[src/rtl/iatv_pkg.sv]
// ----------------------------------------------------------------------------
// iatv_pkg: shared constants for the IP address text validator
// Character codes, length bounds, saturation limits, verdict codes and digit tests.
// ----------------------------------------------------------------------------
package iatv_pkg;

  // Character codes
  localparam logic [7:0] CH_DOT   = 8'h2E;
  localparam logic [7:0] CH_COLON = 8'h3A;
  localparam logic [7:0] CH_ZERO  = 8'h30;

  // Length counter
  localparam logic [5:0] LEN_SAT    = 6'd40;
  localparam logic [5:0] V4_LEN_MIN = 6'd7;
  localparam logic [5:0] V4_LEN_MAX = 6'd15;
  localparam logic [5:0] V6_LEN_MIN = 6'd15;
  localparam logic [5:0] V6_LEN_MAX = 6'd39;

  // IPv4 field tracking
  localparam logic [8:0] V4_FIELD_MAX = 9'd255;
  localparam logic [8:0] V4_FIELD_SAT = 9'd256;
  localparam logic [2:0] V4_DOTS      = 3'd3;
  localparam logic [2:0] V4_DOTS_SAT  = 3'd4;

  // IPv6 group tracking
  localparam logic [3:0] V6_COLONS     = 4'd7;
  localparam logic [3:0] V6_COLONS_SAT = 4'd8;
  localparam logic [2:0] V6_GROUP_MAX  = 3'd4;
  localparam logic [2:0] V6_GROUP_SAT  = 3'd5;

  // Verdict codes
  localparam logic [1:0] VERDICT_NONE = 2'd0;
  localparam logic [1:0] VERDICT_V4   = 2'd1;
  localparam logic [1:0] VERDICT_V6   = 2'd2;

  // Decimal digit test
  function automatic logic is_dec(input logic [7:0] c);
    return c inside {[8'h30:8'h39]};
  endfunction

  // Hex digit test, either case
  function automatic logic is_hex(input logic [7:0] c);
    return c inside {[8'h30:8'h39], [8'h41:8'h46], [8'h61:8'h66]};
  endfunction

endpackage

[src/rtl/ip_address_text_validator.sv]
// ----------------------------------------------------------------------------
// ip_address_text_validator: IPv4 / IPv6 address string checker
// Streams one character per word and returns one verdict per string.
// ----------------------------------------------------------------------------
// Usage:
//   Input channel (char_valid/char_ready): one character per word in
//   char_code, with last_char set on the final character of the string.
//   Output channel (verdict_valid/verdict_ready): one word per string,
//   verdict = 0 neither, 1 valid IPv4, 2 valid IPv6.
//   A character is registered in the input register on acceptance and
//   processed from there; the verdict is registered from the updated state,
//   so the last character passes the input and verdict registers in turn.
//   Throughput is one character per cycle but for the wait below; the
//   string counters and flags update per character. Characters that are not last
//   never wait on the output side; a last character waits in the input
//   register only while an earlier verdict is still held and not taken.
//   Reset clears all string state and empties both registers. After each
//   verdict the string state returns to its reset values, so the next
//   string may follow immediately.
// ----------------------------------------------------------------------------
module ip_address_text_validator (
  input  logic       clk,
  input  logic       rst,
  input  logic       char_valid,
  output logic       char_ready,
  input  logic [7:0] char_code,
  input  logic       last_char,
  output logic       verdict_valid,
  input  logic       verdict_ready,
  output logic [1:0] verdict
);
  import iatv_pkg::*;

  // Input register
  logic       in_full;
  logic [7:0] in_char;
  logic       in_last;

  // String state
  logic [5:0] char_count;
  logic       seen_dot;
  logic       v4_failed;
  logic [2:0] v4_dots;
  logic [8:0] v4_field_value;
  logic       v4_field_empty;
  logic       v4_field_zero_lead;
  logic       v6_failed;
  logic [2:0] v6_group_digits;
  logic [3:0] v6_colons;

  // Next-state values
  logic [5:0]  char_count_next;
  logic        seen_dot_next;
  logic        v4_failed_next;
  logic [2:0]  v4_dots_next;
  logic [8:0]  v4_field_value_next;
  logic        v4_field_empty_next;
  logic        v4_field_zero_lead_next;
  logic        v6_failed_next;
  logic [2:0]  v6_group_digits_next;
  logic [3:0]  v6_colons_next;
  logic [11:0] v4_acc;
  logic [1:0]  verdict_next;

  logic fire;

  // Process the held character unless it is last and the verdict slot is busy
  assign fire       = in_full && (!in_last || !verdict_valid || verdict_ready);
  assign char_ready = !in_full || fire;

  // Per-character update of both forms
  always_comb begin
    v4_acc = 12'(v4_field_value) * 12'd10 + 12'(in_char - CH_ZERO);

    char_count_next         = (char_count < LEN_SAT) ? char_count + 6'd1 : char_count;
    seen_dot_next           = seen_dot;
    v4_failed_next          = v4_failed;
    v4_dots_next            = v4_dots;
    v4_field_value_next     = v4_field_value;
    v4_field_empty_next     = v4_field_empty;
    v4_field_zero_lead_next = v4_field_zero_lead;
    v6_failed_next          = v6_failed;
    v6_group_digits_next    = v6_group_digits;
    v6_colons_next          = v6_colons;

    // IPv4 dotted decimal
    if (in_char == CH_DOT) begin
      seen_dot_next = 1'b1;
      if (v4_field_empty || v4_field_value > V4_FIELD_MAX || v4_dots >= V4_DOTS) begin
        v4_failed_next = 1'b1;
      end
      if (v4_dots < V4_DOTS_SAT) begin
        v4_dots_next = v4_dots + 3'd1;
      end
      v4_field_value_next     = '0;
      v4_field_empty_next     = 1'b1;
      v4_field_zero_lead_next = 1'b0;
    end else if (is_dec(in_char)) begin
      if (v4_field_zero_lead) begin
        v4_failed_next = 1'b1;
      end
      if (v4_field_empty && in_char == CH_ZERO) begin
        v4_field_zero_lead_next = 1'b1;
      end
      v4_field_value_next = (v4_acc > 12'(V4_FIELD_SAT)) ? V4_FIELD_SAT : v4_acc[8:0];
      v4_field_empty_next = 1'b0;
    end else begin
      v4_failed_next = 1'b1;
    end

    // IPv6 colon hex
    if (in_char == CH_COLON) begin
      if (v6_group_digits == 3'd0 || v6_colons >= V6_COLONS) begin
        v6_failed_next = 1'b1;
      end
      if (v6_colons < V6_COLONS_SAT) begin
        v6_colons_next = v6_colons + 4'd1;
      end
      v6_group_digits_next = '0;
    end else if (is_hex(in_char)) begin
      if (v6_group_digits >= V6_GROUP_MAX) begin
        v6_failed_next = 1'b1;
      end
      if (v6_group_digits < V6_GROUP_SAT) begin
        v6_group_digits_next = v6_group_digits + 3'd1;
      end
    end else begin
      v6_failed_next = 1'b1;
    end

    // Final judgement on the updated state
    verdict_next = VERDICT_NONE;
    if (seen_dot_next) begin
      if (!v4_failed_next && v4_dots_next == V4_DOTS && !v4_field_empty_next &&
          v4_field_value_next <= V4_FIELD_MAX &&
          char_count_next >= V4_LEN_MIN && char_count_next <= V4_LEN_MAX) begin
        verdict_next = VERDICT_V4;
      end
    end else begin
      if (!v6_failed_next && v6_colons_next == V6_COLONS && v6_group_digits_next != 3'd0 &&
          char_count_next >= V6_LEN_MIN && char_count_next <= V6_LEN_MAX) begin
        verdict_next = VERDICT_V6;
      end
    end
  end

  // Input word register
  always_ff @(posedge clk) begin
    if (rst) begin
      in_full <= 1'b0;
    end else if (char_ready) begin
      in_full <= char_valid;
    end
    if (char_ready && char_valid) begin
      in_char <= char_code;
      in_last <= last_char;
    end
  end

  // String state: updated per character, cleared after the last one
  always_ff @(posedge clk) begin
    if (rst || (fire && in_last)) begin
      char_count         <= '0;
      seen_dot           <= 1'b0;
      v4_failed          <= 1'b0;
      v4_dots            <= '0;
      v4_field_value     <= '0;
      v4_field_empty     <= 1'b1;
      v4_field_zero_lead <= 1'b0;
      v6_failed          <= 1'b0;
      v6_group_digits    <= '0;
      v6_colons          <= '0;
    end else if (fire) begin
      char_count         <= char_count_next;
      seen_dot           <= seen_dot_next;
      v4_failed          <= v4_failed_next;
      v4_dots            <= v4_dots_next;
      v4_field_value     <= v4_field_value_next;
      v4_field_empty     <= v4_field_empty_next;
      v4_field_zero_lead <= v4_field_zero_lead_next;
      v6_failed          <= v6_failed_next;
      v6_group_digits    <= v6_group_digits_next;
      v6_colons          <= v6_colons_next;
    end
  end

  // Verdict output register
  always_ff @(posedge clk) begin
    if (rst) begin
      verdict_valid <= 1'b0;
    end else if (fire && in_last) begin
      verdict_valid <= 1'b1;
    end else if (verdict_ready) begin
      verdict_valid <= 1'b0;
    end
    if (fire && in_last) begin
      verdict <= verdict_next;
    end
  end

endmodule

[config.mk]
export PLATFORM = sky130hd
export DESIGN_NAME = ip_address_text_validator
export DESIGN_NICKNAME = d
export VERILOG_FILES = /design/src/rtl/iatv_pkg.sv /design/src/rtl/ip_address_text_validator.sv
export SDC_FILE = /design/constraint.sdc
export NUM_CORES = 1
export LEC_CHECK = 0
export BUFFER_PORTS_ARGS = -buffer_cell sky130_fd_sc_hd__buf_2
export CAP_MARGIN = 5
export CORE_ASPECT_RATIO = 0.7
export CORE_UTILIZATION = 35
export CTS_BUF_LIST = sky130_fd_sc_hd__clkbuf_2 sky130_fd_sc_hd__clkbuf_4 sky130_fd_sc_hd__clkbuf_8
export DETAILED_ROUTE_END_ITERATION = 7
export PLACE_DENSITY_LB_ADDON = 0.3
export SLEW_MARGIN = 30
export SYNTH_ARGS = -nofsm -noshare
export SYNTH_HDL_FRONTEND = slang
export SYNTH_SLANG_ARGS = --single-unit
[constraint.sdc]
create_clock -name clk -period 4.3 [get_ports clk]
set_input_delay 0.645 -clock clk [delete_from_list [all_inputs] [get_ports clk]]
set_output_delay 0.645 -clock clk [all_outputs]
set_load 0.01 [all_outputs]
==> metrics, run 1 <==
status completed; Worst Skew between 10 and 15 ps; Worst Hold Class reg2reg; crit path launch type register; RSZ-0062 raised after global routing no; cts bufs inserted 5; Placed Cells incl. Taps between 400 and 500; total number of vias approximately 2500; routability cong. approximately 0.85; DRT iter0 DRCs about 140; min Tclk post-route ~3900 ps; fin area between 3000 and 4000 um2; diodes inserted 0; die area ~9000 um2; Lkg Pwr between 0.001 and 0.0015 uW; CP bufs+invs 2; EDFF count, synth 11; Netlist Area Pre-Place 3010 um2; DRC viols 0; CTS tree yes; chip width 113 um; post-layout util around 41%; WL/cell between 10 and 15 um; largest net degree at the start of global routing 21; Syn-to-layout area delta 10.1%; vias in the first global route 2270; Max-cap violations 0; synth unique cells 58; sequential cell area just under 1000 um2; Min Hold Slack approximately 480 ps; clk_lat worst skew ~290 ps; critical path cell sequence ha_1 -> ha_1 -> inv_1 -> fa_1 -> inv_1 -> a21o_1 -> a21oi_1 -> xnor2_1 -> ha_1 -> nand2_1 -> or4_1 -> o21ai_0 -> mux2i_1 -> o211ai_2 -> o32ai_1 -> nor3b_2; Crit path largest cell delay roughly 500 ps; peak supply drop around 0.21 mV; Crit Path Class reg2reg; Worst path most repeated cell ha_1; All-Layer GR Usage 15.8%; overflow left after global routing 0; Fillers approximately 810; Slowest-stage cell, CP or4_1; most used flip-flop cell after synthesis dfxtp_1; Synth warnings 0; cell taking the most area after synthesis dfxtp_1; DR vias/cell around 5.5; Post-CTS Hold Buffers 0; Final Setup Violations 0; clk slew on worst S/H paths roughly 90 ps; core area 8110 um2; Fmax about 260 MHz; post-route ant nets 0; Hold Crit Start v4_failed; CP arrival ~4000 ps; period utilization between 90 and 100%; initial antenna violation count 0; Post-Syn Area per Cell between 8 and 9 um2; Rows 27; area of the multi-input gates 1950 um2; placed cell areas 3170 um2; first-pass GRT wire length between 10 and 15 mm; Synth Net Count around 390; CTS max path bufs 2; clk root buf clkbuf_8; PwrDens 271 nW/um2; most common library cells after synthesis nor2_1, ha_1, dfxtp_1; worst r2r src v4_field_value[1]; drt total wl between 6 and 7 mm; crit path from v4_field_value[1]; Worst slew margin between 40 and 50%; CP max FO 6; Worst Path Required 4450 ps; most frequent cell after synthesis nor2_1; Net count, final 400; top-area cell type share of the netlist area 21.3%; CP top delay family adder cells; Die Y around 80 um; Post-CTS Setup Inserts 0; Final Non-Filler Cells 454; Worst setup EP type register; PortBufs 16; largest cells by area after synthesis dfxtp_1, ha_1, edfxtp_1, nor2_1, a21oi_1; TritonCTS sink count 43; final setup TNS 0 ps; Seq/Total Area, Yosys around a third; initial core utilization between 30% and 40%; io pins 17; number of detailed-route iterations in the first pass 4; H-tree depth 2; Synth Register Bits 43; post-cts sizing count 0; DP Wirelength approximately 5.2 mm; max-slew violation count 0; Worst-Margin Slew roughly 820 ps; Fin. Hold Viols 0; cells after synthesis 340; share of flip-flops with an asynchronous set or reset 0%; share of post-route cells with drive strength above 1 under 10%
## registers in the layout, summed over array words and instances, names as in the netlist, 2 cells and up
register         flops
v4_dots              3
v6_colons            4
char_count           6
v6_group_digits      3
v4_field_value       9
verdict              2
in_char              8
## layout make-up
class                   instances  share of cell area, %
flip-flops and latches         43                   29.3
well taps                     101                   3.81
clock inverters                 2                   1.81
multi-input cells             272                   58.8
clock buffers                   6                   2.30
repair buffers                 16                   2.42
inverters                      14                   1.59
## cell families (layout without fill, tap and decap cells)
group / Yosys count / after routing / share of synthesized area [%]
simple gates: 117 / 117 / 19.4
compound gates: 90 / 90 / 20.5
flops: 43 / 43 / 32.3
fa+ha+maj: 35 / 35 / 15.1
buf+inv: 25 / 38 / 3.20
xor+xnor: 24 / 24 / 7.45
mux: 6 / 6 / 2.04
## tightest hold or removal path, stage by stage (launching register included)
cell     delay [ps]
dfxtp_1         340
a21oi_1          40
nor2_1           70
## per-stage QoR
stage	worst slack (ps)	power, uW
6_report	401	896
3_3_place_gp	529	527
4_1_cts	428	906
3_5_place_dp	440	528
2_1_floorplan	779	503
5_1_grt	142	932
## worst paths after layout
path,end,slack (ps),depth (start not counted)
max,verdict[0],400,16
min,v4_failed,480,2
max reg2reg,verdict[0],400,16
min reg2reg,v4_failed,480,2
## layout by cell type, fill, tap and decap left out, drive strengths merged, types with 5 or more instances in the layout
cell,n
nor2,37
a31oi,10
ha,33
mux2i,5
buf,16
inv,14
xnor2,13
dfxtp,32
xor2,10
a21o,9
nand2,23
clkbuf,6
o21ai,15
edfxtp,11
nand3,8
a22o,5
a21oi,25
nand4,10
nor3,14
## where the power goes
part	switching (uW)	leakage, uW	internal [uW]
Sequential	12.8	0.000367	424
Combinational	51.4	0.00100	31.6
Clock	138	0.0000688	239
## per-layer routing
| metal | routed length (um) | global-route usage, % |
|---|---|---|
| met5 | 0 | 0 |
| met4 | 17 | 2.80 |
| met3 | 257 | 2.28 |
| met2 | 2550 | 21.8 |
| met1 | 3880 | 25.3 |
Power figures use the tool's default switching activity.
==> run 2, diff against run 1 <==
- SKIP_CTS_REPAIR_TIMING: unset -> 1
- clock period: 4.3 -> 3.2 ns (I/O delays scaled with it)
==> run 2 against run 1 <==
  * Critical path type unchanged
  * Non-clock buffer count is 26 higher
  * Power is 30% higher
  * Maximum frequency is 9.8% higher
  * Clock skew is 0.57 ps lower
  * The flow now finishes with violations (negative setup slack)
  * Final cell count is 5.7% higher
  * Critical endpoint unchanged
  * Utilization is 3.2 points higher
  * Combinational power is 63% higher
==> metrics, run 2 (synthesis results as in run 1) <==
WL/cell 14.6 um (-0.99%); routability cong. 0.837 (-1.9%); DR vias/cell 5.40 (-1.1%); max reg flops 9 (unchanged); drt total wl 7.02 mm (+4.7%); worst hold stages 1 (-1); CTS tree yes; CP max FO 4 (-2); vias in the first global route 2306 (+1.6%); most frequent cells in the layout nor2_1, ha_1, dfxtp_1, buf_4; core area 8110 um2 (unchanged); total number of vias 2592 (+4.6%); Final Setup Violations 10 (+10); Worst slew margin 60.4% (+15 points); Die Y 79.6 um (unchanged); Fmax 282 MHz (+9.8%); Tot Pwr 1170 uW (+30%); r2r worst-path depth 13 (-3); Hold Crit Start char_code[5]; CP arrival 3710 ps (-340 ps); Crit Path Class reg2reg; Worst Skew 10.6 ps (-0.565 ps); Worst path most repeated cell ha_1; largest net degree at the start of global routing 21 (unchanged); max-slew violation count 0 (unchanged); Slowest-stage cell, CP or4_4; Net count, final 426 (+6.5%); setup slack, reg-to-reg -350 ps (-750 ps); Worst-Margin Slew 592 ps (-227 ps); most common cell after layout, fill and taps aside nor2_1; period utilization 111% (+20 points); first-pass GRT wire length 11.2 mm (unchanged); cts bufs inserted 5 (unchanged); chip width 113 um (unchanged); H-tree depth 2 (unchanged); CTS max path bufs 2 (unchanged); slack of the critical path -350 ps (-751 ps); die area 8970 um2 (unchanged); status finished with violations; Hold Path End in_char[5]; biggest regs v4_field_value (9), in_char (8), char_count (6); number of detailed-route iterations in the first pass 4 (unchanged); Crit path largest cell delay 520 ps (+20 ps); crit path from v4_field_value[2]; PwrDens 326 nW/um2 (+20%); TritonCTS sink count 43 (unchanged); share of post-route cells with drive strength above 1 20.6% (+11 points); diodes inserted 0 (unchanged); clk root buf clkbuf_8; PortBufs 16 (unchanged); Worst Path Required 3360 ps (-1090 ps); final setup TNS -2140 ps (-2140 ps); initial antenna violation count 0 (unchanged); failing checks negative setup slack; All-Layer GR Usage 15.9% (+0.10 points); initial core utilization 37.1% (unchanged); Worst Hold Class in2reg; Reg2Reg Capture Point verdict[0]; CP top delay family compound AO/OA/AOI/OAI gates; DRT iter0 DRCs 154 (+9.2%); clk_lat worst skew 310 ps (+20 ps); CP bufs+invs 0 (-2); clk slew on worst S/H paths 90 ps (about the same); DP Wirelength 5.34 mm (+2.2%); crit path launch type register; total number of cells along the worst setup path 13 (-3); io pins 17 (unchanged); overflow left after global routing 0 (unchanged); most flop-heavy register v4_field_value; critical path cell sequence ha_1 -> ha_1 -> a21o_1 -> a21oi_1 -> xnor2_2 -> ha_4 -> nand2_2 -> or4_4 -> o21ai_2 -> mux2i_1 -> o211ai_2 -> o32ai_1 -> nor3b_2; worst r2r src v4_field_value[2]; Worst setup EP type register; Syn-to-layout area delta 18.8%; Max-cap violations 0 (unchanged); Fin. Hold Viols 0 (unchanged); DRC viols 0 (unchanged); min Tclk post-route 3550 ps (-349 ps); RSZ-0062 raised after global routing yes; post-route ant nets 0 (unchanged); peak supply drop 0.228 mV (+6.3%); Lkg Pwr 0.00156 uW (+8.8%); Rows 27 (unchanged)
==> run 2: worst reg2reg max path, stage by stage, from the launching register on <==
cell	delay, ps
dfxtp_2	350
ha_1	310
ha_1	330
a21o_1	190
a21oi_1	230
xnor2_2	150
ha_4	310
nand2_2	60
or4_4	520
o21ai_2	80
mux2i_1	220
o211ai_2	190
o32ai_1	290
nor3b_2	190
==> run 2: final cells by class <==
type | count | area [um2]
Clock inverter | 3 | 47.5
Fill cell | 825 | 4530
Clock buffer | 5 | 68.8
Multi-Input combinational cell | 272 | 2020
Timing Repair Buffer | 42 | 275
Inverter | 14 | 52.6
Tap cell | 101 | 126
Sequential cell | 43 | 980
==> run 2: per-layer routing <==
| metal | GRT usage, % | wire length, um | up-vias |
|---|---|---|---|
| met1 | 24.4 | 3890 | 1191 |
| met2 | 22.0 | 2750 | 57 |
| met4 | 4.00 | 57 | 0 |
| li1 | - | - | 1339 |
| met5 | 0 | 0 | - |
| met3 | 3.19 | 319 | 5 |
==> run 2: power by group <==
part	switching, uW	internal (uW)
logic	78.0	56.9
registers	16.5	568
clock network	209	237
total	303	862
==> run 2: metrics by stage <==
step                cell area [um2]  utilization [%]  hold WS (ps)  worst slack [ps]  cells
floorplan                      3050                -           438              -153    340
global placement               3400             42.0           450              -335    472
detailed placement             3400             42.0           459              -320    472
CTS                            3520             43.4           345              -361    480
global route                   3570             44.1           335              -488    480
finish                         3570             44.1           351              -350    480
==> run 2: worst max path at each step <==
| stage | slack, ps | end |
|---|---|---|
| 6_report | -350 | verdict[0] |
| 5_1_grt | -490 | verdict[0] |
| 4_1_cts | -360 | v4_field_value[7] |
| 3_5_place_dp | -320 | v4_field_value[7] |
| 3_3_place_gp | -330 | v4_field_value[7] |
| 2_1_floorplan | -150 | verdict[0] |
==> run 3, diff against run 2 <==
- BUFFER_PORTS_ARGS: -buffer_cell sky130_fd_sc_hd__buf_2 -> unset
- DONT_BUFFER_PORTS: unset -> 1
==> run 3 against run 2 <==
  * Maximum frequency is 1.4% higher
  * Critical endpoint unchanged
  * The run still ends with negative setup slack left
  * Via count is 0.35% lower
  * Utilization is 0.23 points higher
  * Highest routed layer unchanged
==> metrics, run 3 (synthesis results as in run 1) <==
CTS tree yes; Fillers 799 (-3.2%); initial antenna violation count 0 (unchanged); CP bufs+invs 2 (+2); vias in the first global route 2347 (+1.8%); Comb power frac 11.7% (about the same); chip width 113 um (unchanged); crit path launch type register; core area 8110 um2 (unchanged); Worst setup EP type register; total net switching power 288 uW (-5.1%); TritonCTS sink count 43 (unchanged); Crit Path Class reg2reg; most common cell after layout, fill and taps aside nor2_1; clk_lat worst skew 300 ps (about the same); H-tree depth 2 (unchanged); Sw Ratio 25.1% (-0.91 points); DR vias/cell 5.47 (+1.3%); max-slew violation count 0 (unchanged); Net count, final 418 (-1.9%); number of detailed-route iterations in the first pass 5 (+1); DP Wirelength 5.32 mm (-0.40%); slack of the critical path -302 ps (+48.2 ps); most frequent cells in the layout nor2_1, buf_4, dfxtp_1, ha_1, nand2_1; clk slew on worst S/H paths 80 ps (about the same); Syn-to-layout area delta 19.5%; PortBufs 0 (-16); Slowest-stage cell, CP or4_4; initial core utilization 37.1% (unchanged); diodes inserted 0 (unchanged); Crit path largest cell delay 510 ps (about the same); clk root buf clkbuf_8; pre-CTS setup slack -363 ps (-43.4 ps); critical path cell sequence ha_4 -> ha_4 -> inv_2 -> fa_2 -> inv_2 -> a21o_1 -> a21oi_2 -> xnor2_2 -> ha_4 -> nand2_2 -> or4_4 -> o21ai_4 -> mux2i_1 -> o211ai_2 -> o32ai_2 -> nor3b_2; first-pass GRT wire length 11.4 mm (+1.5%); Max-cap violations 0 (unchanged); period utilization 109% (-1.5 points); peak supply drop 0.262 mV (+15%); cts bufs inserted 5 (unchanged); overflow left after global routing 0 (unchanged); PwrDens 319 nW/um2 (-2.1%); Worst Path Required 3360 ps (about the same); Clock power frac 37.2% (-1.0 points); largest net degree at the start of global routing 21 (unchanged); die area 8970 um2 (unchanged); All-Layer GR Usage 16.0% (+0.067 points); drt total wl 7.12 mm (+1.4%); CTS max path bufs 2 (unchanged); Lkg Pwr 0.00154 uW (-1.7%); Rows 27 (unchanged); post-route ant nets 0 (unchanged); DRC viols 0 (unchanged); Fin. Hold Viols 0 (unchanged); Worst path most repeated cell ha_4; CP max FO 4 (unchanged); Final Setup Violations 10 (unchanged); max reg flops 9 (unchanged); Internal 858 uW (-0.42%); routability cong. 0.868 (+3.7%); Worst Skew 8.81 ps (-1.74 ps); min Tclk post-route 3500 ps (-48.2 ps); total number of vias 2583 (-0.35%); Worst-Margin Slew 858 ps (+266 ps); status finished with violations; post-layout util 44.3% (+0.23 points); Tot Pwr 1150 uW (-1.6%); Die Y 79.6 um (unchanged); share of post-route cells with drive strength above 1 20.5% (-0.095 points); Worst slew margin 42.6% (-18 points); part of the power in registers 51.1% (+0.9 points); biggest regs v4_field_value (9), in_char (8), char_count (6); io pins 17 (unchanged); CP arrival 3660 ps (-50 ps); most flop-heavy register v4_field_value; WL/cell 15.1 um (+3.2%); RSZ-0062 raised after global routing yes; failing checks negative setup slack; Worst Hold Class in2reg; CP top delay family adder cells; Fmax 286 MHz (+1.4%); DRT iter0 DRCs 136 (-12%)
[run 3: final cells by class]
| type | count | area (um2) | share of cell area (%) |
|---|---|---|---|
| multi-input cells | 272 | 2070 | 57.6 |
| flip-flops and latches | 43 | 977 | 27.2 |
| repair buffers | 34 | 255 | 7.10 |
| well taps | 101 | 126 | 3.52 |
| clock buffers | 5 | 68.8 | 1.92 |
| inverters | 14 | 52.6 | 1.46 |
| clock inverters | 3 | 43.8 | 1.22 |
[run 3: through the flow]
stage          cells  cell area (um2)  hold WS, ps  setup TNS [ps]
6_report         472             3590          241           -2160
5_1_grt          472             3590          231           -3480
4_1_cts          467             3460          237           -3600
3_5_place_dp     459             3350          460           -3110
3_3_place_gp     459             3350          450           -3400
2_1_floorplan    340             3050          438            -611
[run 3: path summary, 6_finish.rpt]
check / start / end / slack (ps) / cells after the start
setup / recovery: v4_field_value[1] / verdict[0] / -300 / 16
hold / removal: rst / in_full / 240 / 1
setup reg to reg: v4_field_value[1] / verdict[0] / -300 / 16
hold reg to reg: v4_failed / v4_failed / 480 / 2
[run 3: power by group through the flow]
stage | Combinational [uW] | Clock (uW) | Sequential [uW]
global placement | 118 | 0 | 598
CTS | 120 | 433 | 585
finish | 134 | 427 | 585
global route | 146 | 455 | 588
detailed placement | 119 | 0 | 598
floorplan | 84.3 | 0 | 592
[run 3: metal layers]
metal	GRT usage, %	vias up	part of all wire (%)
met5	0	-	0
met4	3.60	0	0.74
met3	2.58	6	2.8
met2	22.3	44	40
met1	25.0	1212	56
li1	-	1321	-
